<file path="src/sv/tlbf_pkg.sv">
// ----------------------------------------------------------------------------
// TLB FIFO-replacement package
// Shared types and fixed field widths for the translation buffer.
// ----------------------------------------------------------------------------
package tlbf_pkg;

  // Fixed widths of the channel fields.
  localparam int unsigned VA_W    = 32;
  localparam int unsigned PA_W    = 20;
  localparam int unsigned STAMP_W = 32;

  // Request kinds.
  typedef enum logic {
    OP_LOOKUP = 1'b0,
    OP_INSERT = 1'b1
  } op_t;

  // One request as held in the queue between front and back.
  typedef struct packed {
    op_t                op;
    logic [VA_W-1:0]    va;
    logic [PA_W-1:0]    pa;
    logic [STAMP_W-1:0] stamp;
  } req_t;

  // Handshake from the queue head to the back end.
  typedef struct packed {
    logic valid;
    req_t req;
  } head_t;

endpackage

</file>
<file path="src/sv/tlbf_front.sv">
// ----------------------------------------------------------------------------
// TLB front end
// Accepts request transfers, decodes the request kind and holds them in a
// two-entry queue that the back end drains.
// ----------------------------------------------------------------------------
module tlbf_front (
  input  logic                         clk,
  input  logic                         rst_n,
  input  logic                         in_valid,
  output logic                         in_stall,
  input  logic                         in_opcode,
  input  logic [tlbf_pkg::VA_W-1:0]    in_virtual_address,
  input  logic [tlbf_pkg::PA_W-1:0]    in_insert_physical_address,
  input  logic [tlbf_pkg::STAMP_W-1:0] in_timestamp,
  output tlbf_pkg::head_t              head,
  input  logic                         head_pop
);

  tlbf_pkg::req_t mem_r [2];
  logic           wr_ptr_r, wr_ptr_nxt;
  logic           rd_ptr_r, rd_ptr_nxt;
  logic [1:0]     count_r, count_nxt;
  logic           push;
  tlbf_pkg::req_t new_req;

  // The queue is full at two entries; stall depends only on the fill level.
  assign in_stall = (count_r == 2'd2);
  assign push     = in_valid && !in_stall;

  // Decode the incoming transfer into a queue entry.
  always_comb begin
    new_req.op    = tlbf_pkg::op_t'(in_opcode);
    new_req.va    = in_virtual_address;
    new_req.pa    = in_insert_physical_address;
    new_req.stamp = in_timestamp;
  end

  // Head of the queue as seen by the back end.
  always_comb begin
    head.valid = (count_r != 2'd0);
    head.req   = mem_r[rd_ptr_r];
  end

  // Pointer and fill-level updates.
  always_comb begin
    wr_ptr_nxt = push ? ~wr_ptr_r : wr_ptr_r;
    rd_ptr_nxt = head_pop ? ~rd_ptr_r : rd_ptr_r;
    count_nxt  = count_r;
    if (push && !head_pop) begin
      count_nxt = count_r + 2'd1;
    end else if (!push && head_pop) begin
      count_nxt = count_r - 2'd1;
    end
  end

  always_ff @(posedge clk) begin
    if (!rst_n) begin
      wr_ptr_r <= 1'b0;
      rd_ptr_r <= 1'b0;
      count_r  <= 2'd0;
    end else begin
      wr_ptr_r <= wr_ptr_nxt;
      rd_ptr_r <= rd_ptr_nxt;
      count_r  <= count_nxt;
    end
  end

  // Queue storage needs no reset.
  always_ff @(posedge clk) begin
    if (push) begin
      mem_r[wr_ptr_r] <= new_req;
    end
  end

endmodule

</file>
<file path="src/sv/tlbf_back.sv">
// ----------------------------------------------------------------------------
// TLB back end
// Holds the translation entries, answers lookups through a parallel tag
// compare, and fills or replaces entries on insert. A background scan finds
// the entry with the oldest creation stamp after every insert.
// ----------------------------------------------------------------------------
module tlbf_back #(
  parameter int unsigned TLB_ENTRIES      = 8,
  parameter int unsigned PAGE_OFFSET_BITS = 10,
  parameter int unsigned FRAME_BITS       = 10
) (
  input  logic                      clk,
  input  logic                      rst_n,
  input  tlbf_pkg::head_t           head,
  output logic                      head_pop,
  output logic                      out_valid,
  input  logic                      out_stall,
  output logic                      out_hit,
  output logic [tlbf_pkg::PA_W-1:0] out_physical_address
);

  localparam int unsigned PAGE_W = tlbf_pkg::VA_W - PAGE_OFFSET_BITS;
  localparam int unsigned IDX_W  = (TLB_ENTRIES > 1) ? $clog2(TLB_ENTRIES) : 1;
  localparam logic [IDX_W-1:0] LAST_IDX = IDX_W'(TLB_ENTRIES - 1);

  // Entry storage.
  logic [TLB_ENTRIES-1:0]           valid_r;
  logic [PAGE_W-1:0]                page_r  [TLB_ENTRIES];
  logic [FRAME_BITS-1:0]            frame_r [TLB_ENTRIES];
  logic [tlbf_pkg::STAMP_W-1:0]     birth_r [TLB_ENTRIES];

  // Oldest-entry scan.
  logic                             rd_busy_r;
  logic [IDX_W-1:0]                 scan_idx_r;
  logic                             cmp_vld_r;
  logic [IDX_W-1:0]                 cmp_idx_r;
  logic [tlbf_pkg::STAMP_W-1:0]     birth_q_r;
  logic [IDX_W-1:0]                 best_idx_r;
  logic [tlbf_pkg::STAMP_W-1:0]     best_stamp_r;
  logic                             scan_busy;

  // Output register.
  logic                             out_valid_r;
  logic                             out_hit_r;
  logic [tlbf_pkg::PA_W-1:0]        out_pa_r;
  logic                             out_free;

  // Request decode.
  logic [PAGE_W-1:0]                req_page;
  logic [PAGE_OFFSET_BITS-1:0]      req_offset;
  logic [FRAME_BITS-1:0]            req_frame;
  logic                             is_lookup;
  logic                             is_insert;
  logic                             do_lookup;
  logic                             do_insert;

  // Lookup and fill selection.
  logic                             lk_hit;
  logic [FRAME_BITS-1:0]            lk_frame;
  logic [63:0]                      lk_pa_wide;
  logic [IDX_W-1:0]                 free_idx;
  logic [IDX_W-1:0]                 ins_idx;

  assign scan_busy = rd_busy_r || cmp_vld_r;
  assign out_free  = !out_valid_r || !out_stall;

  // Split the request into page, offset and frame.
  always_comb begin
    req_page   = PAGE_W'(head.req.va >> PAGE_OFFSET_BITS);
    req_offset = head.req.va[PAGE_OFFSET_BITS-1:0];
    req_frame  = FRAME_BITS'(64'(head.req.pa) >> PAGE_OFFSET_BITS);
  end

  // Classify the head request and decide whether it can complete now.
  always_comb begin
    is_lookup = 1'b0;
    is_insert = 1'b0;
    case (head.req.op)
      tlbf_pkg::OP_LOOKUP: is_lookup = 1'b1;
      tlbf_pkg::OP_INSERT: is_insert = 1'b1;
      default:             is_lookup = 1'b0;
    endcase
    do_lookup = head.valid && is_lookup && out_free;
    do_insert = head.valid && is_insert && !scan_busy;
    head_pop  = do_lookup || do_insert;
  end

  // Parallel tag compare; the lowest matching index answers.
  always_comb begin
    lk_hit   = 1'b0;
    lk_frame = '0;
    for (int i = TLB_ENTRIES - 1; i >= 0; i--) begin
      if (valid_r[i] && (page_r[i] == req_page)) begin
        lk_hit   = 1'b1;
        lk_frame = frame_r[i];
      end
    end
    lk_pa_wide = (64'(lk_frame) << PAGE_OFFSET_BITS) | 64'(req_offset);
  end

  // First invalid entry, else the oldest one found by the scan.
  always_comb begin
    free_idx = '0;
    for (int i = TLB_ENTRIES - 1; i >= 0; i--) begin
      if (!valid_r[i]) begin
        free_idx = IDX_W'(i);
      end
    end
    ins_idx = (&valid_r) ? best_idx_r : free_idx;
  end

  // Valid bits.
  always_ff @(posedge clk) begin
    if (!rst_n) begin
      valid_r <= '0;
    end else if (do_insert) begin
      valid_r[ins_idx] <= 1'b1;
    end
  end

  // Entry payload, written on insert.
  always_ff @(posedge clk) begin
    if (do_insert) begin
      page_r[ins_idx]  <= req_page;
      frame_r[ins_idx] <= req_frame;
      birth_r[ins_idx] <= head.req.stamp;
    end
  end

  // Scan control: restart after every insert, one stamp read per cycle.
  always_ff @(posedge clk) begin
    if (!rst_n) begin
      rd_busy_r  <= 1'b0;
      scan_idx_r <= '0;
      cmp_vld_r  <= 1'b0;
      best_idx_r <= '0;
    end else if (do_insert) begin
      rd_busy_r  <= 1'b1;
      scan_idx_r <= '0;
      cmp_vld_r  <= 1'b0;
      best_idx_r <= '0;
    end else begin
      cmp_vld_r <= rd_busy_r;
      if (rd_busy_r) begin
        if (scan_idx_r == LAST_IDX) begin
          rd_busy_r <= 1'b0;
        end else begin
          scan_idx_r <= scan_idx_r + IDX_W'(1);
        end
      end
      if (cmp_vld_r && (birth_q_r < best_stamp_r)) begin
        best_idx_r <= cmp_idx_r;
      end
    end
  end

  // Scan datapath: registered stamp read, then compare with the running minimum.
  always_ff @(posedge clk) begin
    if (do_insert) begin
      best_stamp_r <= '1;
    end else if (cmp_vld_r && (birth_q_r < best_stamp_r)) begin
      best_stamp_r <= birth_q_r;
    end
    birth_q_r <= birth_r[scan_idx_r];
    cmp_idx_r <= scan_idx_r;
  end

  // Result register; a lookup loads it when it is empty or being taken.
  always_ff @(posedge clk) begin
    if (!rst_n) begin
      out_valid_r <= 1'b0;
    end else if (do_lookup) begin
      out_valid_r <= 1'b1;
    end else if (!out_stall) begin
      out_valid_r <= 1'b0;
    end
  end

  always_ff @(posedge clk) begin
    if (do_lookup) begin
      out_hit_r <= lk_hit;
      out_pa_r  <= lk_hit ? lk_pa_wide[tlbf_pkg::PA_W-1:0] : '0;
    end
  end

  assign out_valid            = out_valid_r;
  assign out_hit              = out_hit_r;
  assign out_physical_address = out_pa_r;

endmodule

</file>
<file path="src/sv/tlb_lookup_fifo_replace_unit.sv">
// ----------------------------------------------------------------------------
// TLB lookup with FIFO replacement
// Fully associative translation buffer with oldest-stamp replacement.
// ----------------------------------------------------------------------------
// Requests arrive on the in_ channel (valid/stall): a lookup (opcode 0) gives
// one transfer on the out_ channel with hit and the translated address; an
// insert (opcode 1) writes an entry and gives no result.
// A request passes a two-entry queue and then the back end. When nothing is
// waiting, a lookup is written into the queue and then into the result
// register that drives out_valid. Lookups complete at one per cycle while
// out_stall is low and no insert waits, set by the combinational tag compare.
// After an insert the back end scans the stored stamps one entry per cycle to
// find the oldest entry; the next insert waits for that scan to finish.
// Lookups proceed during the scan.
// Reset (rst_n low, synchronous) empties the queue, clears the result
// register and marks every entry invalid.
// When out_stall is high the result holds; the next lookup then waits at the
// head of the queue and further requests fill the queue until in_stall rises.
// ----------------------------------------------------------------------------
module tlb_lookup_fifo_replace_unit #(
  parameter int unsigned TLB_ENTRIES      = 8,
  parameter int unsigned PAGE_OFFSET_BITS = 10,
  parameter int unsigned FRAME_BITS       = 10
) (
  input  logic                         clk,
  input  logic                         rst_n,
  input  logic                         in_valid,
  output logic                         in_stall,
  input  logic                         in_opcode,
  input  logic [tlbf_pkg::VA_W-1:0]    in_virtual_address,
  input  logic [tlbf_pkg::PA_W-1:0]    in_insert_physical_address,
  input  logic [tlbf_pkg::STAMP_W-1:0] in_timestamp,
  output logic                         out_valid,
  input  logic                         out_stall,
  output logic                         out_hit,
  output logic [tlbf_pkg::PA_W-1:0]    out_physical_address
);

  tlbf_pkg::head_t head;
  logic            head_pop;

  // Front end: request queue.
  tlbf_front u_front (
    .clk                        (clk),
    .rst_n                      (rst_n),
    .in_valid                   (in_valid),
    .in_stall                   (in_stall),
    .in_opcode                  (in_opcode),
    .in_virtual_address         (in_virtual_address),
    .in_insert_physical_address (in_insert_physical_address),
    .in_timestamp               (in_timestamp),
    .head                       (head),
    .head_pop                   (head_pop)
  );

  // Back end: entries, lookup and replacement.
  tlbf_back #(
    .TLB_ENTRIES      (TLB_ENTRIES),
    .PAGE_OFFSET_BITS (PAGE_OFFSET_BITS),
    .FRAME_BITS       (FRAME_BITS)
  ) u_back (
    .clk                  (clk),
    .rst_n                (rst_n),
    .head                 (head),
    .head_pop             (head_pop),
    .out_valid            (out_valid),
    .out_stall            (out_stall),
    .out_hit              (out_hit),
    .out_physical_address (out_physical_address)
  );

endmodule

</file>
<file path="config.mk">
export PLATFORM = sky130hd
export DESIGN_NAME = tlb_lookup_fifo_replace_unit
export DESIGN_NICKNAME = d
export VERILOG_FILES = /design/src/sv/tlbf_pkg.sv /design/src/sv/tlbf_front.sv /design/src/sv/tlbf_back.sv /design/src/sv/tlb_lookup_fifo_replace_unit.sv
export SDC_FILE = /design/constraint.sdc
export NUM_CORES = 1
export LEC_CHECK = 0
export BUFFER_PORTS_ARGS = -buffer_cell sky130_fd_sc_hd__buf_2
export CAP_MARGIN = 5
export CORE_MARGIN = 5
export CORE_UTILIZATION = 56
export CTS_CLUSTER_DIAMETER = 30
export DETAILED_ROUTE_END_ITERATION = 7
export PLACE_DENSITY = 0.8
export SLEW_MARGIN = 25
export SYNTH_ARGS = -nofsm -noshare
export SYNTH_HDL_FRONTEND = slang
export SYNTH_HIERARCHICAL = 1
export SYNTH_SLANG_ARGS = --single-unit
</file>
<file path="constraint.sdc">
create_clock -name clk -period 4.2 [get_ports clk]
set_clock_uncertainty 0.05 [all_clocks]
set_input_delay 0.21 -clock clk [delete_from_list [all_inputs] [get_ports clk]]
set_output_delay 0.21 -clock clk [all_outputs]
set_load 0.01 [all_outputs]
</file>
==> summary.txt, run 1 <==
Route
  – Detailed Route WL: ~61 mm
  – Post-DRT Antenna Nets: 0
  – DR pass1 iterations: 5
  – DRC viols: 0
  – Average wire per standard cell: ~23 um
  – Detailed Route Iter0 Violations: 1,422
  – Vias per inst: around 5.7
  – Via count: 15,600

CTS
  – Number of clock sinks: 772
  – Total setup buffers inserted after CTS: 0
  – H-tree levels: 3
  – CTS tree: built
  – Clock latency on the worst-skew pair: between 0.6 and 0.7 ns
  – Root Buffer: clkbuf_16
  – TritonCTS buffer count: 120
  – CTS max path bufs: 3
  – Worst-path clk slew: roughly 0.06 ns

Run
  – Maxcap violations: 0

GRT
  – Global router's overall resource usage: 21.4%
  – Antenna violations before repair: 1
  – Vias in the first global route: 16,900
  – Largest net degree at the start of global routing: slightly below 60
  – Global route overflow: 0
  – First-pass GRT wire length: 95.1 mm

Worst setup path
  – R2R Path End: u_back/birth_r[5][28]$_DFFE_PP_
  – Crit path arrival time: 4.15 ns
  – Crit-path max FO: between 40 and 50
  – Worst Reg-to-Reg Cells: 7
  – Startpoint Class: flop
  – Kind of critical path: flop to flop
  – Setup crit end kind: flop
  – Required time worst endpoint: between 4 and 5 ns
  – FF-to-FF setup slack: between 0.3 and 0.4 ns

Layout
  – Most frequent cells in the layout: 683 x edfxtp_1, 122 x clkbuf_16, 101 x buf_2
  – Area growth syn-to-layout: 21.0%
  – Final core utilization: 68.7%
  – Ant. Diodes: 0
  – Fillers: 3,204
  – Share of layout cells above drive strength 1: between 20% and 30%
  – Nets: between 2,000 and 2,500
  – Register area: roughly 22,000 um^2
  – Multi-input gate area: about 7000 um^2
  – Commonest non-fill, non-tap cell in the layout: edfxtp_1

Placed design
  – Dpl hpwl: between 30 and 40 mm
  – PortBufs: around 100
  – Post-Place Setup Slack: ~0.43 ns
  – Gpl congestion: a little under 0.8

Worst hold path
  – Hold Path End: u_front/mem_r[1][64]$_DFFE_PP_
  – Hold Crit Depth: 2
  – Min-Delay Startpoint: in_virtual_address[12]
  – HP Class: primary input to flop

Power
  – Sequential share of power: a little over two fifths
  – PD cells: 675 nW/um^2
  – Clock share of power: between 40% and 50%
  – Leakage power: around 13 nW
  – Gate power share: a little under a fifth
  – NetSw: 0.00683 W
  – Sw Ratio: between 20% and 30%
  – Worst IR Drop VDD: 537 uV
  – Pint: between 0.015 and 0.02 W

STA
  – Worst-Margin Slew: about 0.96 ns
  – Final period util: between 90% and 100%
  – Final Setup Violations: 0
  – Min Tclk post-route: between 3 and 4 ns
  – Slew HR: between 30% and 40%
  – Unrepaired setup endpoints after global routing: no
  – Pins Over Slew Limit: 0
  – Final number of hold-violating endpoints: 0
  – Fmax: approximately 260 MHz
  – Final WS setup: approximately 0.36 ns

Logic synthesis
  – Mapped Avg Cell Area: roughly 18 um^2
  – Cells after Synth: ~1,600
  – Synth Net Count: between 1,500 and 2,000
  – Ys Warns: 6
  – Synth Cell Area: approximately 30,000 um^2

Floorplan
  – Die area: approximately 58,000 um^2
  – Die Span Y: ~240 um
  – Die width: 241 um
  – Starting Density: between 50 and 60%
  – Rows: 84
  – Num ports: around 110
  – Core ar.: 52,900 um^2

Outcome
  – Status: finished clean
## sequential cells by signal (all words and copies together), names as in the netlist, 8 cells and up, named ones only
signal / cells
u_back/birth_r: 256
u_back/page_r: 176
u_front/mem_r: 150
u_back/frame_r: 80
u_back/best_stamp_r: 32
u_back/birth_q_r: 32
u_back/out_physical_address: 20
u_back/valid_r: 8
## repair_timing
item,CTS,global route
endpoints found under the hold margin,167,0
hold buffers,80,0
gates resized for setup,0,0
## layout make-up
class / instances / area share, %
inverters: 42 / 0.441
repair buffers: 228 / 4.80
clock buffers: 132 / 8.57
multi-input cells: 748 / 19.5
well taps: 688 / 2.37
flip-flops and latches: 772 / 61.4
clock inverters: 97 / 2.87
## metal layers
metal,GRT usage [%],part of all wire [%],vias to the layer above
met1,27.2,39,7949
met4,7.11,2.6,2
li1,-,-,6896
met5,0,0.013,-
met2,37.5,52,566
met3,3.94,6.0,138
## worst max-delay path by stage
stage	end	slack [ns]	depth (start not counted)
6_report	u_back/birth_r[5][28]$_DFFE_PP_	0.36	7
3_3_place_gp	u_back/out_physical_address[10]$_SDFFCE_PN0P_	0.50	8
4_1_cts	u_back/out_physical_address[13]$_SDFFCE_PN0P_	0.41	8
3_5_place_dp	u_back/out_physical_address[13]$_SDFFCE_PN0P_	0.43	9
2_1_floorplan	u_back/birth_r[2][0]$_DFFE_PP_	-0.08	5
5_1_grt	u_back/out_physical_address[12]$_SDFFCE_PN0P_	0.21	9
## critical path: stages, from the launching register on
cell and delay (ns):
dfxtp_4 0.53, buf_4 0.23, buf_4 0.59, mux2_2 0.39
and3_1 0.29, nand2_1 0.28, nor2_4 0.78, buf_12 0.30
## power groups by stage
| stage | sequential [W] | combinational, W | clock [W] |
|---|---|---|---|
| detailed placement | 0.0104 | 0.00430 | 0 |
| global route | 0.0103 | 0.00485 | 0.0104 |
| global placement | 0.0103 | 0.00410 | 0 |
| CTS | 0.0102 | 0.00448 | 0.00998 |
| finish | 0.0102 | 0.00443 | 0.00985 |
| floorplan | 0.0102 | 0.00328 | 0 |
## per-stage QoR
stage	hold WS (ns)	total power [W]	std cells	area [um^2]	setup TNS [ns]
2_1_floorplan	0.259	0.0135	1631	30000	-34.87
3_3_place_gp	0.347	0.0144	2397	31300	0
3_5_place_dp	0.351	0.0147	2398	31400	0
4_1_cts	0.174	0.0247	2707	36300	0
5_1_grt	0.195	0.0255	2707	36300	0
6_report	0.202	0.0245	2707	36300	0
No activity file was read; power rests on OpenSTA's default activity.
==> inputs of run 2 (changes only) <==
==> constraint.sdc (replaced) <==
create_clock -name clk -period 3.23 [get_ports clk]
set_clock_uncertainty 0.05 [all_clocks]
set_input_delay 0.1615 -clock clk [delete_from_list [all_inputs] [get_ports clk]]
set_output_delay 0.1615 -clock clk [all_outputs]
set_load 0.01 [all_outputs]
==> run 2 against run 1 <==
Against the previous run:
- the run now ends with negative setup slack left
- routed wire length grew 12%
- hold slack lost 0.036 ns
- first-iteration DRC count grew 1.8%
- combinational power grew 67%
- utilization grew 3.1 points
- sequential power grew 30%
- critical path depth grew 7
- clock power grew 30%
- largest power group unchanged
==> summary.txt, run 2 (same netlist as run 1, synthesis figures left out) <==
Outcome
  – Status: complete, but fails checks
  – Failing checks: negative setup slack

STA
  – Final WS setup: -0.193 ns (-0.552 ns)
  – Final number of hold-violating endpoints: 0 (unchanged)
  – Fmax: 292 MHz (+12%)
  – Final Setup Violations: 10 (+10)
  – Min Tclk post-route: 3.42 ns (-0.418 ns)
  – Unrepaired setup endpoints after global routing: yes
  – Final period util: 106% (+15 points)
  – Slew HR: 46.6% (+12 points)
  – Worst-Margin Slew: 0.801 ns (-0.162 ns)
  – Pins Over Slew Limit: 0 (unchanged)

Worst setup path
  – Kind of critical path: flop to flop
  – Required time worst endpoint: 3.68 ns (-0.83 ns)
  – Setup crit end kind: flop
  – R2R Path End: u_back/out_physical_address[11]$_SDFFCE_PN0P_
  – Worst Reg-to-Reg Cells: 14 (+7)
  – Crit-path max FO: 6 (-86%)
  – FF-to-FF setup slack: -0.19 ns (-0.55 ns)
  – Startpoint Class: flop
  – Crit path arrival time: 3.87 ns (-0.28 ns)

Power
  – Leakage power: 13.3 nW (+6.3%)
  – Sw Ratio: 27.5% (-0.33 points)
  – Worst IR Drop VDD: 668 uV (+24%)
  – Sequential share of power: 39.6% (-2.1 points)
  – NetSw: 0.00921 W (+35%)
  – PD cells: 882 nW/um^2 (+31%)
  – Gate power share: 22.1% (+4.0 points)
  – Clock share of power: 38.3% (-1.9 points)
  – Power Total: 0.0335 W (+36%)
  – Pint: 0.0242 W (+37%)

Layout
  – Biggest regs: u_back/birth_r (256), u_back/page_r (176), u_front/mem_r (150)
  – Nets: 2,144 (+5.4%)
  – Largest register FFs: 256 (unchanged)
  – Fillers: 2,897 (-9.6%)
  – Share of layout cells above drive strength 1: 32.9% (+5.9 points)
  – Register area: 22,300 um^2 (about the same)
  – Commonest non-fill, non-tap cell in the layout: edfxtp_1
  – Most frequent cells in the layout: 683 x edfxtp_1, 121 x clkbuf_16, 101 x buf_2, 101 x buf_4, 86 x dfxtp_1
  – Area growth syn-to-layout: 26.5%
  – Multi-input gate area: 7560 um^2 (+6.6%)
  – Top reg by flops: u_back/birth_r

Worst hold path
  – Min-Delay Startpoint: in_timestamp[26]
  – HP Class: primary input to flop
  – Hold Crit Depth: 2 (unchanged)
  – Hold Path End: u_front/mem_r[1][26]$_DFFE_PP_

Route
  – Via count: 16,400 (+5.4%)
  – Post-DRT Antenna Nets: 0 (unchanged)
  – DR pass1 iterations: 5 (unchanged)
  – Detailed Route Iter0 Violations: 1,447 (+1.8%)
  – DRC viols: 0 (unchanged)
  – Detailed Route WL: 68.7 mm (+12%)
  – Vias per inst: 5.82 (+1.3%)
  – Average wire per standard cell: 24.4 um (+7.9%)

CTS
  – TritonCTS buffer count: 120 (unchanged)
  – CTS max path bufs: 3 (unchanged)
  – Worst-path clk slew: 0.06 ns (about the same)
  – Clock latency on the worst-skew pair: 0.67 ns (about the same)
  – Root Buffer: clkbuf_16
  – CTS tree: built
  – Number of clock sinks: 772 (unchanged)
  – H-tree levels: 3 (unchanged)

GRT
  – Antenna violations before repair: 1 (unchanged)
  – Vias in the first global route: 17,500 (+3.7%)
  – Largest net degree at the start of global routing: 58 (unchanged)
  – First-pass GRT wire length: 101 mm (+6.4%)
  – Global router's overall resource usage: 23.1% (+1.8 points)
  – Global route overflow: 0 (unchanged)

Placed design
  – PortBufs: 101 (unchanged)
  – Post-Place Setup Slack: -0.347 ns (-0.775 ns)
  – Dpl hpwl: 36.1 mm (+7.4%)
  – Gpl congestion: 0.807 (+3.8%)

Floorplan
  – Rows: 84 (unchanged)
  – Die width: 241 um (unchanged)
  – Core ar.: 52,900 um^2 (unchanged)
  – Starting Density: 56.8% (unchanged)
  – Num ports: 112 (unchanged)
  – Die area: 58,300 um^2 (unchanged)
  – Die Span Y: 241 um (unchanged)

Run
  – Maxcap violations: 0 (unchanged)
==> run 2: how the worst max path moves through the flow <==
| stage | slack (ns) | depth (start not counted) | to | start |
|---|---|---|---|---|
| 2_1_floorplan | -1.05 | 5 | u_back/birth_r[2][0]$_DFFE_PP_ | flop |
| 3_3_place_gp | -0.28 | 12 | u_back/out_physical_address[15]$_SDFFCE_PN0P_ | flop |
| 3_5_place_dp | -0.35 | 12 | u_back/out_physical_address[19]$_SDFFCE_PN0P_ | flop |
| 4_1_cts | -0.08 | 14 | u_back/out_physical_address[11]$_SDFFCE_PN0P_ | flop |
| 5_1_grt | -0.35 | 15 | u_back/out_physical_address[11]$_SDFFCE_PN0P_ | flop |
| 6_report | -0.19 | 14 | u_back/out_physical_address[11]$_SDFFCE_PN0P_ | flop |
==> run 2: repair_timing <==
item / CTS / global route
gates resized for setup: 67 / 65
hold endpoints to repair: 167 / 0
buffers inserted: 34 / 24
gates cloned: 2 / 0
endpoints found under the setup margin: 11 / 20
pin swaps: 27 / 30
hold buffers: 80 / 0
==> run 2: cell type report <==
type                    count  share of cell area, %
flip-flops and latches    772                   58.8
multi-input cells         748                   19.9
clock buffers             144                   8.50
repair buffers            337                   7.77
clock inverters            84                   2.34
well taps                 688                   2.27
inverters                  42                  0.422
diodes                      2                 0.0132
==> run 2: worst max-delay path: stages (launching register included) <==
cell and delay [ns]:
dfxtp_4 0.39, buf_8 0.13, buf_6 0.13, mux2_4 0.35, xor2_1 0.19, nor4_4 0.32
nand4_1 0.20, buf_6 0.18, a211oi_4 0.30, buf_6 0.17, a22o_1 0.13, mux2i_1 0.08
a21oi_1 0.22, mux2i_2 0.14, a211oi_2 0.26
==> run 2: routing by layer <==
| metal | global-route usage [%] | wire [um] | vias up |
|---|---|---|---|
| li1 | - | - | 7110 |
| met1 | 28.3 | 25900 | 8439 |
| met2 | 40.3 | 36100 | 696 |
| met3 | 4.97 | 4490 | 153 |
| met4 | 9.69 | 2230 | 0 |
| met5 | 0 | 0 | - |
==> run 2: power by group through the flow <==
stage	sequential, W	clock (W)	combinational (W)
6_report	0.0133	0.0128	0.00738
4_1_cts	0.0133	0.0129	0.00690
2_1_floorplan	0.0133	0	0.00427
3_3_place_gp	0.0134	0	0.00588
5_1_grt	0.0133	0.0135	0.00787
3_5_place_dp	0.0135	0	0.00612
==> run 2: metrics by stage <==
| step | TNS [ns] | utilization (%) | instances | area, um^2 | hold slack (ns) |
|---|---|---|---|---|---|
| 2_1_floorplan | -474.44 | - | 1631 | 30000 | 0.210 |
| 4_1_cts | -0.498 | 70.9 | 2796 | 37500 | 0.135 |
| 3_3_place_gp | -2.97 | 60.5 | 2452 | 32000 | 0.299 |
| 6_report | -1.15 | 71.8 | 2817 | 38000 | 0.166 |
| 5_1_grt | -2.50 | 71.8 | 2815 | 37900 | 0.152 |
| 3_5_place_dp | -2.75 | 60.5 | 2453 | 32000 | 0.302 |
